===== src/hw/rtl/mebp_pkg.sv =====
// ----------------------------------------------------------------------------
// mebp_pkg
// Shared types, codes and helpers for the mesh element block packer.
// ----------------------------------------------------------------------------
package mebp_pkg;

  localparam int WORD_W = 32;
  localparam int ELEM_W = 3 * WORD_W;
  localparam int TYPE_W = 32;

  // Input command codes
  typedef enum logic [1:0] {
    CMD_VERTEX  = 2'd0,
    CMD_TRI_ABS = 2'd1,
    CMD_TRI_REL = 2'd2,
    CMD_FLUSH   = 2'd3
  } cmd_t;

  // Result kind codes
  localparam logic KIND_DESC = 1'b0;
  localparam logic KIND_ELEM = 1'b1;

  // Packer control states
  typedef enum logic [1:0] {
    ST_IDLE,
    ST_DESC,
    ST_ELEM
  } state_t;

  // Byte reverse of one word, applied when enabled
  function automatic logic [WORD_W-1:0] swap_word(input logic [WORD_W-1:0] x,
                                                  input logic en);
    logic [WORD_W-1:0] r;
    r = {x[7:0], x[15:8], x[23:16], x[31:24]};
    return en ? r : x;
  endfunction

endpackage


===== src/hw/rtl/mebp_encode.sv =====
// ----------------------------------------------------------------------------
// mebp_encode
// Builds the stored 96-bit element from one input beat: raw vertex words or
// encoded triangle indices, byte-swapped when configured.
// ----------------------------------------------------------------------------
module mebp_encode
  import mebp_pkg::*;
(
  input  cmd_t              cmd,
  input  logic [WORD_W-1:0] word_a,
  input  logic [WORD_W-1:0] word_b,
  input  logic [WORD_W-1:0] word_c,
  input  logic              final_a,
  input  logic              final_b,
  input  logic              final_c,
  input  logic [WORD_W-1:0] vertex_count,
  input  logic              swap_en,
  output logic [ELEM_W-1:0] element
);

  logic              rel;
  logic [WORD_W-1:0] enc_a, enc_b, enc_c;
  logic [WORD_W-1:0] val_a, val_b, val_c;

  // Relative encoding only in final-flag mode
  assign rel = (cmd == CMD_TRI_REL);

  assign enc_a = (rel && final_a) ? word_a - vertex_count : word_a + WORD_W'(1);
  assign enc_b = (rel && final_b) ? word_b - vertex_count : word_b + WORD_W'(1);
  assign enc_c = (rel && final_c) ? word_c - vertex_count : word_c + WORD_W'(1);

  // Vertex words pass raw
  assign val_a = (cmd == CMD_VERTEX) ? word_a : enc_a;
  assign val_b = (cmd == CMD_VERTEX) ? word_b : enc_b;
  assign val_c = (cmd == CMD_VERTEX) ? word_c : enc_c;

  assign element = {swap_word(val_c, swap_en), swap_word(val_b, swap_en),
                    swap_word(val_a, swap_en)};

endmodule


===== src/hw/rtl/mebp_store.sv =====
// ----------------------------------------------------------------------------
// mebp_store
// Element store: one write port, one read port with registered read data.
// ----------------------------------------------------------------------------
module mebp_store
  import mebp_pkg::*;
#(
  parameter int DEPTH  = 32,
  parameter int ADDR_W = 5
) (
  input  logic              clk,
  input  logic              wr_en,
  input  logic [ADDR_W-1:0] wr_addr,
  input  logic [ELEM_W-1:0] wr_data,
  input  logic              rd_en,
  input  logic [ADDR_W-1:0] rd_addr,
  output logic [ELEM_W-1:0] rd_data
);

  logic [ELEM_W-1:0] mem [DEPTH];

  // Write port
  always_ff @(posedge clk) begin
    if (wr_en) begin
      mem[wr_addr] <= wr_data;
    end
  end

  // Read port, data holds until the next read
  always_ff @(posedge clk) begin
    if (rd_en) begin
      rd_data <= mem[rd_addr];
    end
  end

endmodule


===== src/hw/rtl/mesh_element_block_packer.sv =====
// ----------------------------------------------------------------------------
// mesh_element_block_packer
// Packs vertex and triangle elements into blocks with a type descriptor.
// ----------------------------------------------------------------------------
// Usage:
//   Input beats carry one element (vertex or triangle) or a flush command in
//   in_tuser. Each element beat is written straight into the element store in
//   the cycle it is taken. When the block fills, or on a flush, the block
//   stops taking beats and emits a descriptor beat (kind 0) followed by one
//   beat per stored element (kind 1); out_tlast marks the final beat.
//   An empty flush emits only a zero descriptor with out_tlast set.
//   Element beats can be taken back to back while idle; during emission the
//   store's single read port gives one element a cycle while the receiver
//   keeps up. Results leave through an output register, so a new element
//   beat may be taken while the last result of a block still waits. A
//   stalled receiver holds the output register and freezes emission;
//   nothing is lost. Reset clears the fill count, type bits, vertex count
//   and swap setting; store contents are undefined until written. cfg_we
//   writes swap_bytes; write it only while idle.
// ----------------------------------------------------------------------------
module mesh_element_block_packer
  import mebp_pkg::*;
#(
  parameter int BLOCK_ELEMENTS = 32
) (
  input  logic         clk,
  input  logic         rst_n,
  // config
  input  logic         cfg_we,
  input  logic         cfg_wdata,   // swap_bytes
  // input stream
  input  logic         in_tvalid,
  output logic         in_tready,
  input  logic [103:0] in_tdata,    // word_a, word_b, word_c, final_a, final_b, final_c
  input  logic [1:0]   in_tuser,    // command
  // output stream
  output logic         out_tvalid,
  input  logic         out_tready,
  output logic [95:0]  out_tdata,   // out_a, out_b, out_c
  output logic         out_tuser,   // kind
  output logic         out_tlast    // last
);

  localparam int AW = (BLOCK_ELEMENTS > 1) ? $clog2(BLOCK_ELEMENTS) : 1;
  localparam int CW = $clog2(BLOCK_ELEMENTS + 1);

  state_t            state_r, state_nxt;
  logic [CW-1:0]     fill_r, fill_nxt;
  logic [TYPE_W-1:0] type_r, type_nxt;
  logic [WORD_W-1:0] vcnt_r, vcnt_nxt;
  logic [AW-1:0]     rd_idx_r, rd_idx_nxt;
  logic              swap_r;

  logic              out_valid_r;
  logic [ELEM_W-1:0] out_data_r;
  logic              out_kind_r;
  logic              out_last_r;

  cmd_t              cmd;
  logic              in_accept;
  logic              wr_en;
  logic [AW-1:0]     wr_addr;
  logic [ELEM_W-1:0] wr_data;
  logic              rd_en;
  logic [ELEM_W-1:0] rd_data;
  logic              out_free;
  logic              load_desc;
  logic              load_elem;
  logic              elem_last;

  assign cmd       = cmd_t'(in_tuser);
  assign in_tready = (state_r == ST_IDLE);
  assign in_accept = in_tvalid && in_tready;
  assign out_free  = !out_valid_r || out_tready;
  assign wr_en     = in_accept && (cmd != CMD_FLUSH);
  assign wr_addr   = fill_r[AW-1:0];
  assign elem_last = (CW'(rd_idx_r) + CW'(1)) == fill_r;

  // Element encode
  mebp_encode u_encode (
    .cmd          (cmd),
    .word_a       (in_tdata[31:0]),
    .word_b       (in_tdata[63:32]),
    .word_c       (in_tdata[95:64]),
    .final_a      (in_tdata[96]),
    .final_b      (in_tdata[97]),
    .final_c      (in_tdata[98]),
    .vertex_count (vcnt_r),
    .swap_en      (swap_r),
    .element      (wr_data)
  );

  // Element store; writes only in idle, reads only while emitting
  mebp_store #(
    .DEPTH  (BLOCK_ELEMENTS),
    .ADDR_W (AW)
  ) u_store (
    .clk     (clk),
    .wr_en   (wr_en),
    .wr_addr (wr_addr),
    .wr_data (wr_data),
    .rd_en   (rd_en),
    .rd_addr (rd_idx_nxt),
    .rd_data (rd_data)
  );

  // Control state registers
  always_ff @(posedge clk) begin
    if (!rst_n) begin
      state_r  <= ST_IDLE;
      fill_r   <= '0;
      type_r   <= '0;
      vcnt_r   <= '0;
      rd_idx_r <= '0;
    end else begin
      state_r  <= state_nxt;
      fill_r   <= fill_nxt;
      type_r   <= type_nxt;
      vcnt_r   <= vcnt_nxt;
      rd_idx_r <= rd_idx_nxt;
    end
  end

  // Config register
  always_ff @(posedge clk) begin
    if (!rst_n) begin
      swap_r <= 1'b0;
    end else if (cfg_we) begin
      swap_r <= cfg_wdata;
    end
  end

  // Next state and emission control
  always_comb begin
    state_nxt  = state_r;
    fill_nxt   = fill_r;
    type_nxt   = type_r;
    vcnt_nxt   = vcnt_r;
    rd_idx_nxt = rd_idx_r;
    rd_en      = 1'b0;
    load_desc  = 1'b0;
    load_elem  = 1'b0;
    case (state_r)
      ST_IDLE: begin
        if (in_accept) begin
          if (cmd == CMD_FLUSH) begin
            vcnt_nxt  = '0;
            state_nxt = ST_DESC;
          end else begin
            fill_nxt = fill_r + CW'(1);
            if (cmd == CMD_VERTEX) begin
              type_nxt = type_r | (TYPE_W'(1) << wr_addr);
              vcnt_nxt = vcnt_r + WORD_W'(1);
            end
            if (fill_r == CW'(BLOCK_ELEMENTS - 1)) begin
              state_nxt = ST_DESC;
            end
          end
        end
      end
      ST_DESC: begin
        if (out_free) begin
          load_desc = 1'b1;
          if (fill_r == '0) begin
            state_nxt = ST_IDLE;
          end else begin
            rd_en      = 1'b1;
            rd_idx_nxt = '0;
            state_nxt  = ST_ELEM;
          end
        end
      end
      ST_ELEM: begin
        if (out_free) begin
          load_elem = 1'b1;
          if (elem_last) begin
            fill_nxt  = '0;
            type_nxt  = '0;
            state_nxt = ST_IDLE;
          end else begin
            rd_en      = 1'b1;
            rd_idx_nxt = rd_idx_r + AW'(1);
          end
        end
      end
      default: begin
        state_nxt = ST_IDLE;
      end
    endcase
  end

  // Output register valid
  always_ff @(posedge clk) begin
    if (!rst_n) begin
      out_valid_r <= 1'b0;
    end else if (load_desc || load_elem) begin
      out_valid_r <= 1'b1;
    end else if (out_tready) begin
      out_valid_r <= 1'b0;
    end
  end

  // Output register payload
  always_ff @(posedge clk) begin
    if (load_desc) begin
      out_data_r <= {{(ELEM_W - WORD_W){1'b0}}, swap_word(type_r, swap_r)};
      out_kind_r <= KIND_DESC;
      out_last_r <= (fill_r == '0);
    end else if (load_elem) begin
      out_data_r <= rd_data;
      out_kind_r <= KIND_ELEM;
      out_last_r <= elem_last;
    end
  end

  assign out_tvalid = out_valid_r;
  assign out_tdata  = out_data_r;
  assign out_tuser  = out_kind_r;
  assign out_tlast  = out_last_r;

  // Checks
  a_no_write_emit: assert property (@(posedge clk) disable iff (!rst_n)
    (state_r != ST_IDLE) |-> !wr_en)
    else $error("store written while emitting");

  a_fill_range: assert property (@(posedge clk) disable iff (!rst_n)
    fill_r <= CW'(BLOCK_ELEMENTS))
    else $error("fill count out of range");

  a_elem_nonempty: assert property (@(posedge clk) disable iff (!rst_n)
    (state_r == ST_ELEM) |-> (fill_r != '0))
    else $error("element emission with empty block");

  a_idle_not_full: assert property (@(posedge clk) disable iff (!rst_n)
    (state_r == ST_IDLE) |-> (fill_r != CW'(BLOCK_ELEMENTS)))
    else $error("full block left in idle");

endmodule


===== config.mk =====
export PLATFORM = sky130hd
export DESIGN_NAME = mesh_element_block_packer
export DESIGN_NICKNAME = d
export VERILOG_FILES = /design/src/hw/rtl/mebp_pkg.sv /design/src/hw/rtl/mebp_encode.sv /design/src/hw/rtl/mebp_store.sv /design/src/hw/rtl/mesh_element_block_packer.sv
export SDC_FILE = /design/constraint.sdc
export NUM_CORES = 2
export LEC_CHECK = 0
export BUFFER_PORTS_ARGS = -buffer_cell sky130_fd_sc_hd__clkbuf_2
export CORE_UTILIZATION = 63
export DETAILED_ROUTE_END_ITERATION = 8
export HOLD_SLACK_MARGIN = 0.02
export PLACE_DENSITY_LB_ADDON = 0.3
export SLEW_MARGIN = 5
export SYNTH_ARGS = -nofsm -noshare
export SYNTH_HDL_FRONTEND = slang
export SYNTH_SLANG_ARGS = --single-unit

===== constraint.sdc =====
create_clock -name clk -period 24.6 [get_ports clk]
set_input_delay 2.46 -clock clk [delete_from_list [all_inputs] [get_ports clk]]
set_output_delay 2.46 -clock clk [all_outputs]
set_load 0.03 [all_outputs]

After elaboration in Yosys (flattened, before gate mapping):

Memory sizes are Yosys's and may differ from the RTL's. A register that Yosys moved wholly into a read port is not among the register bits.
Index checks and enable logic that the tools add are counted.

* input bits: 112
* register bits after elaboration: 177
* logic and storage cells: 109
* memories: 1
* output and inout bits: 100
* memory bits (writable): 3072

Memory list
* u_store.mem: depth 32, width 96, read ports 1, clocked after Yosys merged registers in 1, wr ports 1, RTL line mebp_store.sv:20 `logic [ELEM_W-1:0] mem [DEPTH];`

* $add $sub $neg: 10
* multiplexer cells: 52
* equality and inequality tests: 14
* shifts and indexed selects: 1
* bitwise logic cells: 1
* reductions and logical operators: 19

Operators by type and width (number)
* 32-bit 2-to-1 mux: 19
* 32-bit by 1-bit adder with 32-bit output (second input constant): 4
* 32-bit subtractor: 3
* 32-bit case mux with 2 select lines: 1
* 32-bit OR: 1
* 1-bit by 5-bit left shift with 32-bit output (first input constant): 1
* 6-bit 2-to-1 mux: 4
* 5-bit 2-to-1 mux: 4
* 2-bit 2-to-1 mux: 7
* 1-bit 2-to-1 mux: 13
* 6-bit case mux with 2 select lines: 1
* 2-bit inequality test (second input constant): 5
* 5-bit case mux with 2 select lines: 1
* 5-bit AND reduction: 2
* 2-bit nonzero test: 4
* 5-bit by 1-bit adder with 6-bit output (second input constant): 1
* 6-bit by 1-bit adder with 6-bit output (second input constant): 1
* 2-bit equality test (second input constant): 3
* 6-bit by 5-bit equality test with 1-bit output (second input constant): 1
* 6-bit equality test: 1
* 6-bit zero test: 1
* 2-bit case mux with 3 select lines: 1
* 6-bit AND reduction: 1
* 5-bit by 1-bit adder with 5-bit output (second input constant): 1
* 9 further kinds: 16

Longest topological paths before layout:

* word-level depth: 6
* mapped depth: 17

By module:

A second synthesis with hierarchy kept.

* cell total of the unflattened synthesis: 7581
* area, all modules: 134926.9 µm²

By module, submodules not included
* mebp_store: area an instance 119489.6 µm², cells an instance 5603, instances 1, sequential area each 95131.2 µm²
* mesh_element_block_packer: area an instance 7853.8 µm², cells an instance 913, instances 1, sequential area each 3873.7 µm²
* mebp_encode: area an instance 7583.5 µm², cells an instance 1065, instances 1, sequential area each 0.0 µm²

Least setup slack after synthesis:

No wires, ideal clock.

* path kind: input port to flip-flop
* from: input out_tready
* to: register u_store.rd_data[0] (read register of u_store.mem) (enable)
* library setup time: 1.059 ns
* setup slack: 6.024 ns
* arrival: 17.517 ns
* cell stages on the path: 3
* buffers on the path: 1
* cell sequence: nor2b_1 buf_2 a2111oi_0

* cells in the longest elaborated chain, start to end: 3
* elaborated cells between the ends (all ways): 7
* those cells by class: 6 x mux; 1 x reduce/logical

Ends and longest elaborated chain
* start: declaration: RTL line mesh_element_block_packer.sv:38 `input logic out_tready,`
* 1-bit logical OR (*): RTL line mesh_element_block_packer.sv:74 `assign out_free = !out_valid_r || out_tready;`
* 1-bit 2-to-1 mux, on equally long branches: RTL line mesh_element_block_packer.sv:174, mesh_element_block_packer.sv:162
* 1-bit case mux with 2 select lines (*): RTL line mesh_element_block_packer.sv:143 `case (state_r)`
* named net rd_en: RTL line mesh_element_block_packer.sv:64 `logic rd_en;`
* end: declaration: RTL line mebp_store.sv:17 `output logic [ELEM_W-1:0] rd_data`

The timed path passes the listed nets; every way through them passes the cells marked *.
A chain may end at the register's enable or synchronous reset.

Worst setup path after layout:

* from: input out_tready
* to: register u_store.rd_data[58] (read register of u_store.mem) (data pin)

* cells in the longest elaborated chain, start to end: 3
* elaborated cells between the ends (all ways): 7
* those cells by class: 6 x mux; 1 x reduce/logical

Ends and longest elaborated chain
* 1-bit logical OR (*): RTL line mesh_element_block_packer.sv:74
* 5-bit 2-to-1 mux, or another cell as far along: RTL line mesh_element_block_packer.sv:174 `if (out_free) begin`
* 5-bit case mux with 2 select lines / 1-bit case mux with 2 select lines (equally long branches): RTL line mesh_element_block_packer.sv:143

Mark *: on every way between the ends. The rest lies on a longest branch, timed or not.

==> qor.csv <==
stage;metric;value;unit
floorplan;Die ar.;215000;um2
cts;hold bufs inserted after CTS;0;
pwr;power share of the combinational group;0.053;
global_routing;GRT Total Usage;0.355;
global_routing;initial antenna violation count;58;
pwr;Pint;9530;uW
sta;final worst-path cycle share;0.350;
sta;Peak Freq;116;MHz
yosys;top cell type's share of synthesized area;0.716;
worst_setup_path;WS Path Type;input port to flip-flop;
worst_setup_path;largest stage delay on the critical path;840;ps
pwr;power per cell area;81.6;nW/um2
cts;CTS Sinks;3345;
yosys;Synth Area per Inst;14.1;um2
hold_path;path type of the worst min-delay path;flip-flop to flip-flop;
yosys;FFs w/ async S/R, synth;0;
cts;Root Driver;clkbuf_16;
worst_setup_path;Top Family by Delay on Critical Path;buffers and inverters;
worst_setup_path;crit end category;flip-flop;
worst_setup_path;worst path cell trace;clkbuf_2 -> nand2b_1 -> o41ai_1 -> a21oi_1 -> o21a_1 -> nand3_1 -> nand2_8 -> buf_4 -> buf_4 -> buf_4 -> buf_4 -> buf_4 -> mux4_2 -> o22ai_1 -> nor4_2;
cts;number of buffers created by CTS;339;
pwr;Switch Pwr;2640;uW
routing;antenna viol nets, final;0;
sta;Worst Max-Slew Pin Slew;1430;ps
pwr;power share of the sequential group;0.536;
worst_setup_path;FF-to-FF Start;fill_r[0];
hold_path;hold path start;out_tdata[85];
worst_setup_path;Buf+Inv Stages, Crit Path;6;
yosys;synth warn;0;
global_routing;first-pass GRT wire length;554;mm
outcome;outcome;complete, no violations;
floorplan;total core area;212000;um2
global_routing;largest net degree at the start of global routing;234;
worst_setup_path;R2R depth;16;
worst_setup_path;RR Endpoint;u_store.rd_data[58];
yosys;Top FF cell, synth;edfxtp_1;
routing;routed len/inst;30.5;um
cts;setup repair bufs after CTS;0;
floorplan;Horiz. Die Dim;464;um
worst_setup_path;worst endpoint required time;25280;ps
routing;routed vias/inst;6.93;
hold_path;Hold Path Depth;2;
cts;CTS H-Tree Depth;5;
sta;Slew Limit Headroom;0.0286;
sta;min Tclk post-route;8600;ps
hold_path;WHS Endpoint;out_tdata[85];
pwr;Net Sw Frac;0.217;
routing;final WL;389;mm
yosys;number of flops mapped to enable cells by yosys;3201;
worst_setup_path;critical path fanouts, max;107;
yosys;biggest area consumer among synthesized cells;edfxtp_1;
placement;IO Port Bufs;206;
yosys;Post-Syn Area;134000;um2
yosys;Yosys reg bits;3345;
yosys;syn_nets;9749;
layout;net total in the final layout;9834;
global_routing;vias in the first global route;84800;
routing;drt initial violations;14000;
layout;share of cells above drive strength 1;0.117;
routing;via count;88300;
sta;setup TNS;0;ps
worst_setup_path;crit path max-delay cell type;buf_4;
floorplan;I/O Pins;212;
pwr;part of the power in the clock network;0.411;
placement;gpl congestion;0.970;
sta;Final Skew;55.6;ps
cts;Longest Clk Path Bufs;4;
floorplan;starting density of the core;0.634;
sta;RSZ-0062 raised after global routing;false;
yosys;Syn Inst Count;9527;
placement;DP Wirelength;196;mm
cts;Clk Latency, worst-skew pair;980;ps
pwr;Lkg Pwr;0.0481;uW
sta;Final Hold Viols;0;
worst_setup_path;arrival time worst endpoint;9280;ps
yosys;sequential share of the synthesized area;0.737;
cts;clk slew on worst S/H paths;60;ps
layout;Synth-to-Final Area Change;11.0;%
global_routing;GR Overflow Total;0;
floorplan;num rows;169;
worst_setup_path;type of origin of the critical path;input port;
routing;1st-pass router iterations;9;
floorplan;Die Span Y;464;um
worst_setup_path;worst reg-to-reg setup slack;16550;ps
sta;Pins Over Slew Limit;0;
cts;CTS tree;built;
flow_run;Max Cap Viol;0;
pwr;Peak supply drop;84.6;uV
yosys;Yosys cell types;75;
routing;Residual DRC;0;
pwr;Tot Pwr;12200;uW
worst_setup_path;Crit path top cell by count;buf_4;
cts;post-cts sizing count;0;
sta;Final setup viols;0;
yosys;Synth area leaders;edfxtp_1 (72%), nand2_1 (6.4%), a32oi_1 (4.4%), a21oi_1 (3.3%), dfxtp_1 (2.1%);
-- registers in the layout, indices dropped and copies added (netlist names) --
| register | flops |
|---|---|
| type_r | 32 |
| out_tdata | 96 |
| out_tvalid | 1 |
| out_tuser | 1 |
| rd_idx_r | 5 |
| vcnt_r | 32 |
| u_store.mem | 3072 |
| u_store.rd_data | 96 |
| state_r | 2 |
| swap_r | 1 |
| out_tlast | 1 |
| fill_r | 6 |
-- layer usage --
| layer | share of wire | up-vias | track usage |
|---|---|---|---|
| met2 | 0.46 | 6809 | 0.540 |
| met5 | 0.00011 | - | 0 |
| li1 | - | 36800 | - |
| met4 | 0.063 | 6 | 0.224 |
| met3 | 0.13 | 1210 | 0.0707 |
| met1 | 0.34 | 43500 | 0.476 |
-- Yosys cell counts (28+ instances only) --
cell type and count:
o22ai_1 386, buf_2 301, nor4_2 28, xor2_1 54
nor4_1 72, buf_1 41, mux2i_1 102, nand2_1 2285
inv_1 43, a21o_1 53, clkbuf_1 279, xnor2_1 50
a21oi_1 873, a32oi_1 674, nor2_1 254, mux4_2 115
edfxtp_1 3201, ha_1 107, nand3_1 34, o21ai_0 107
dfxtp_1 144
-- metrics by stage --
| step | instances | instance area, um2 | util | setup slack, ps | hold WS, ps |
|---|---|---|---|---|---|
| final | 12700 | 149000 | 0.704 | 16000 | 453 |
| after global routing | 12700 | 149000 | 0.704 | 15720 | 474 |
| after CTS | 12700 | 149000 | 0.703 | 16280 | 456 |
| after detailed placement | 12100 | 138000 | 0.652 | 15300 | 448 |
| after global placement | 12100 | 138000 | 0.652 | 15330 | 443 |
| after floorplan | 9527 | 134000 | - | 6020 | 457 |
-- cell families (layout without fill, tap and decap cells) --
logic type | count (synthesis) | after routing | share of synthesized area
buffers and inverters | 693 | 1036 | 0.0232
AOI/OAI and AO/OA | 2244 | 2244 | 0.110
xor gates and xnor gates | 104 | 104 | 0.00678
adders and majority gates | 110 | 110 | 0.0104
other | 0 | 47 | 0
DFF | 3345 | 3345 | 0.737
muxes | 224 | 224 | 0.0275
and+or+nand+nor | 2807 | 2807 | 0.0845
-- power by group through the flow --
stage	Combinational [uW]	Sequential (uW)	Clock, uW
after floorplan	338	6670	0
after global placement	598	6640	0
after detailed placement	626	6640	0
after CTS	630	6520	5010
after global routing	689	6520	5240
final	650	6520	5000
-- worst reg2reg max path: stages, from the launching register on --
cell	delay [ps]
dfxtp_1	470
inv_1	120
ha_1	310
nand2b_1	460
o41ai_1	110
a21oi_1	360
o21a_1	220
nand3_1	200
nand2_8	560
buf_4	950
buf_4	700
buf_4	790
buf_4	780
buf_4	690
mux4_2	660
o22ai_1	260
nor4_2	110
-- worst max path at each step --
stage / startpoint / end / slack, ps / cells past startpoint
after detailed placement: out_tready / u_store.rd_data[58] / 15300 / 15
after CTS: out_tready / u_store.rd_data[58] / 16280 / 15
after global routing: out_tready / u_store.rd_data[58] / 15720 / 15
after global placement: out_tready / u_store.rd_data[58] / 15330 / 15
final: out_tready / u_store.rd_data[58] / 16000 / 15
after floorplan: out_tready / u_store.rd_data[0] / 6020 / 3
-- cell usage in the layout (no fill, tap or decap), drive strengths merged, types with 107 or more instances in the layout --
cell type / netlist / layout
o21ai: 109 / 109
nor2: 254 / 254
ha: 107 / 107
a32oi: 674 / 674
nand2: 2287 / 2287
o22ai: 386 / 386
mux4: 115 / 115
buf: 368 / 186
dfxtp: 144 / 144
a21oi: 873 / 873
edfxtp: 3201 / 3201
clkbuf: 280 / 618
clkinv: 0 / 134
-- layout make-up --
class                           instances  area, um2
Sequential cell                      3345      99000
Tap cell                             2821       3530
Timing Repair Buffer                  392       2750
Antenna cell                           47        118
Multi-Input combinational cell       5489      32900
Fill cell                           13200      62800
Clock inverter                        187       1680
Clock buffer                          412       8950
Inverter                               45        173
Note: power is estimated with default switching activity, not from simulation.
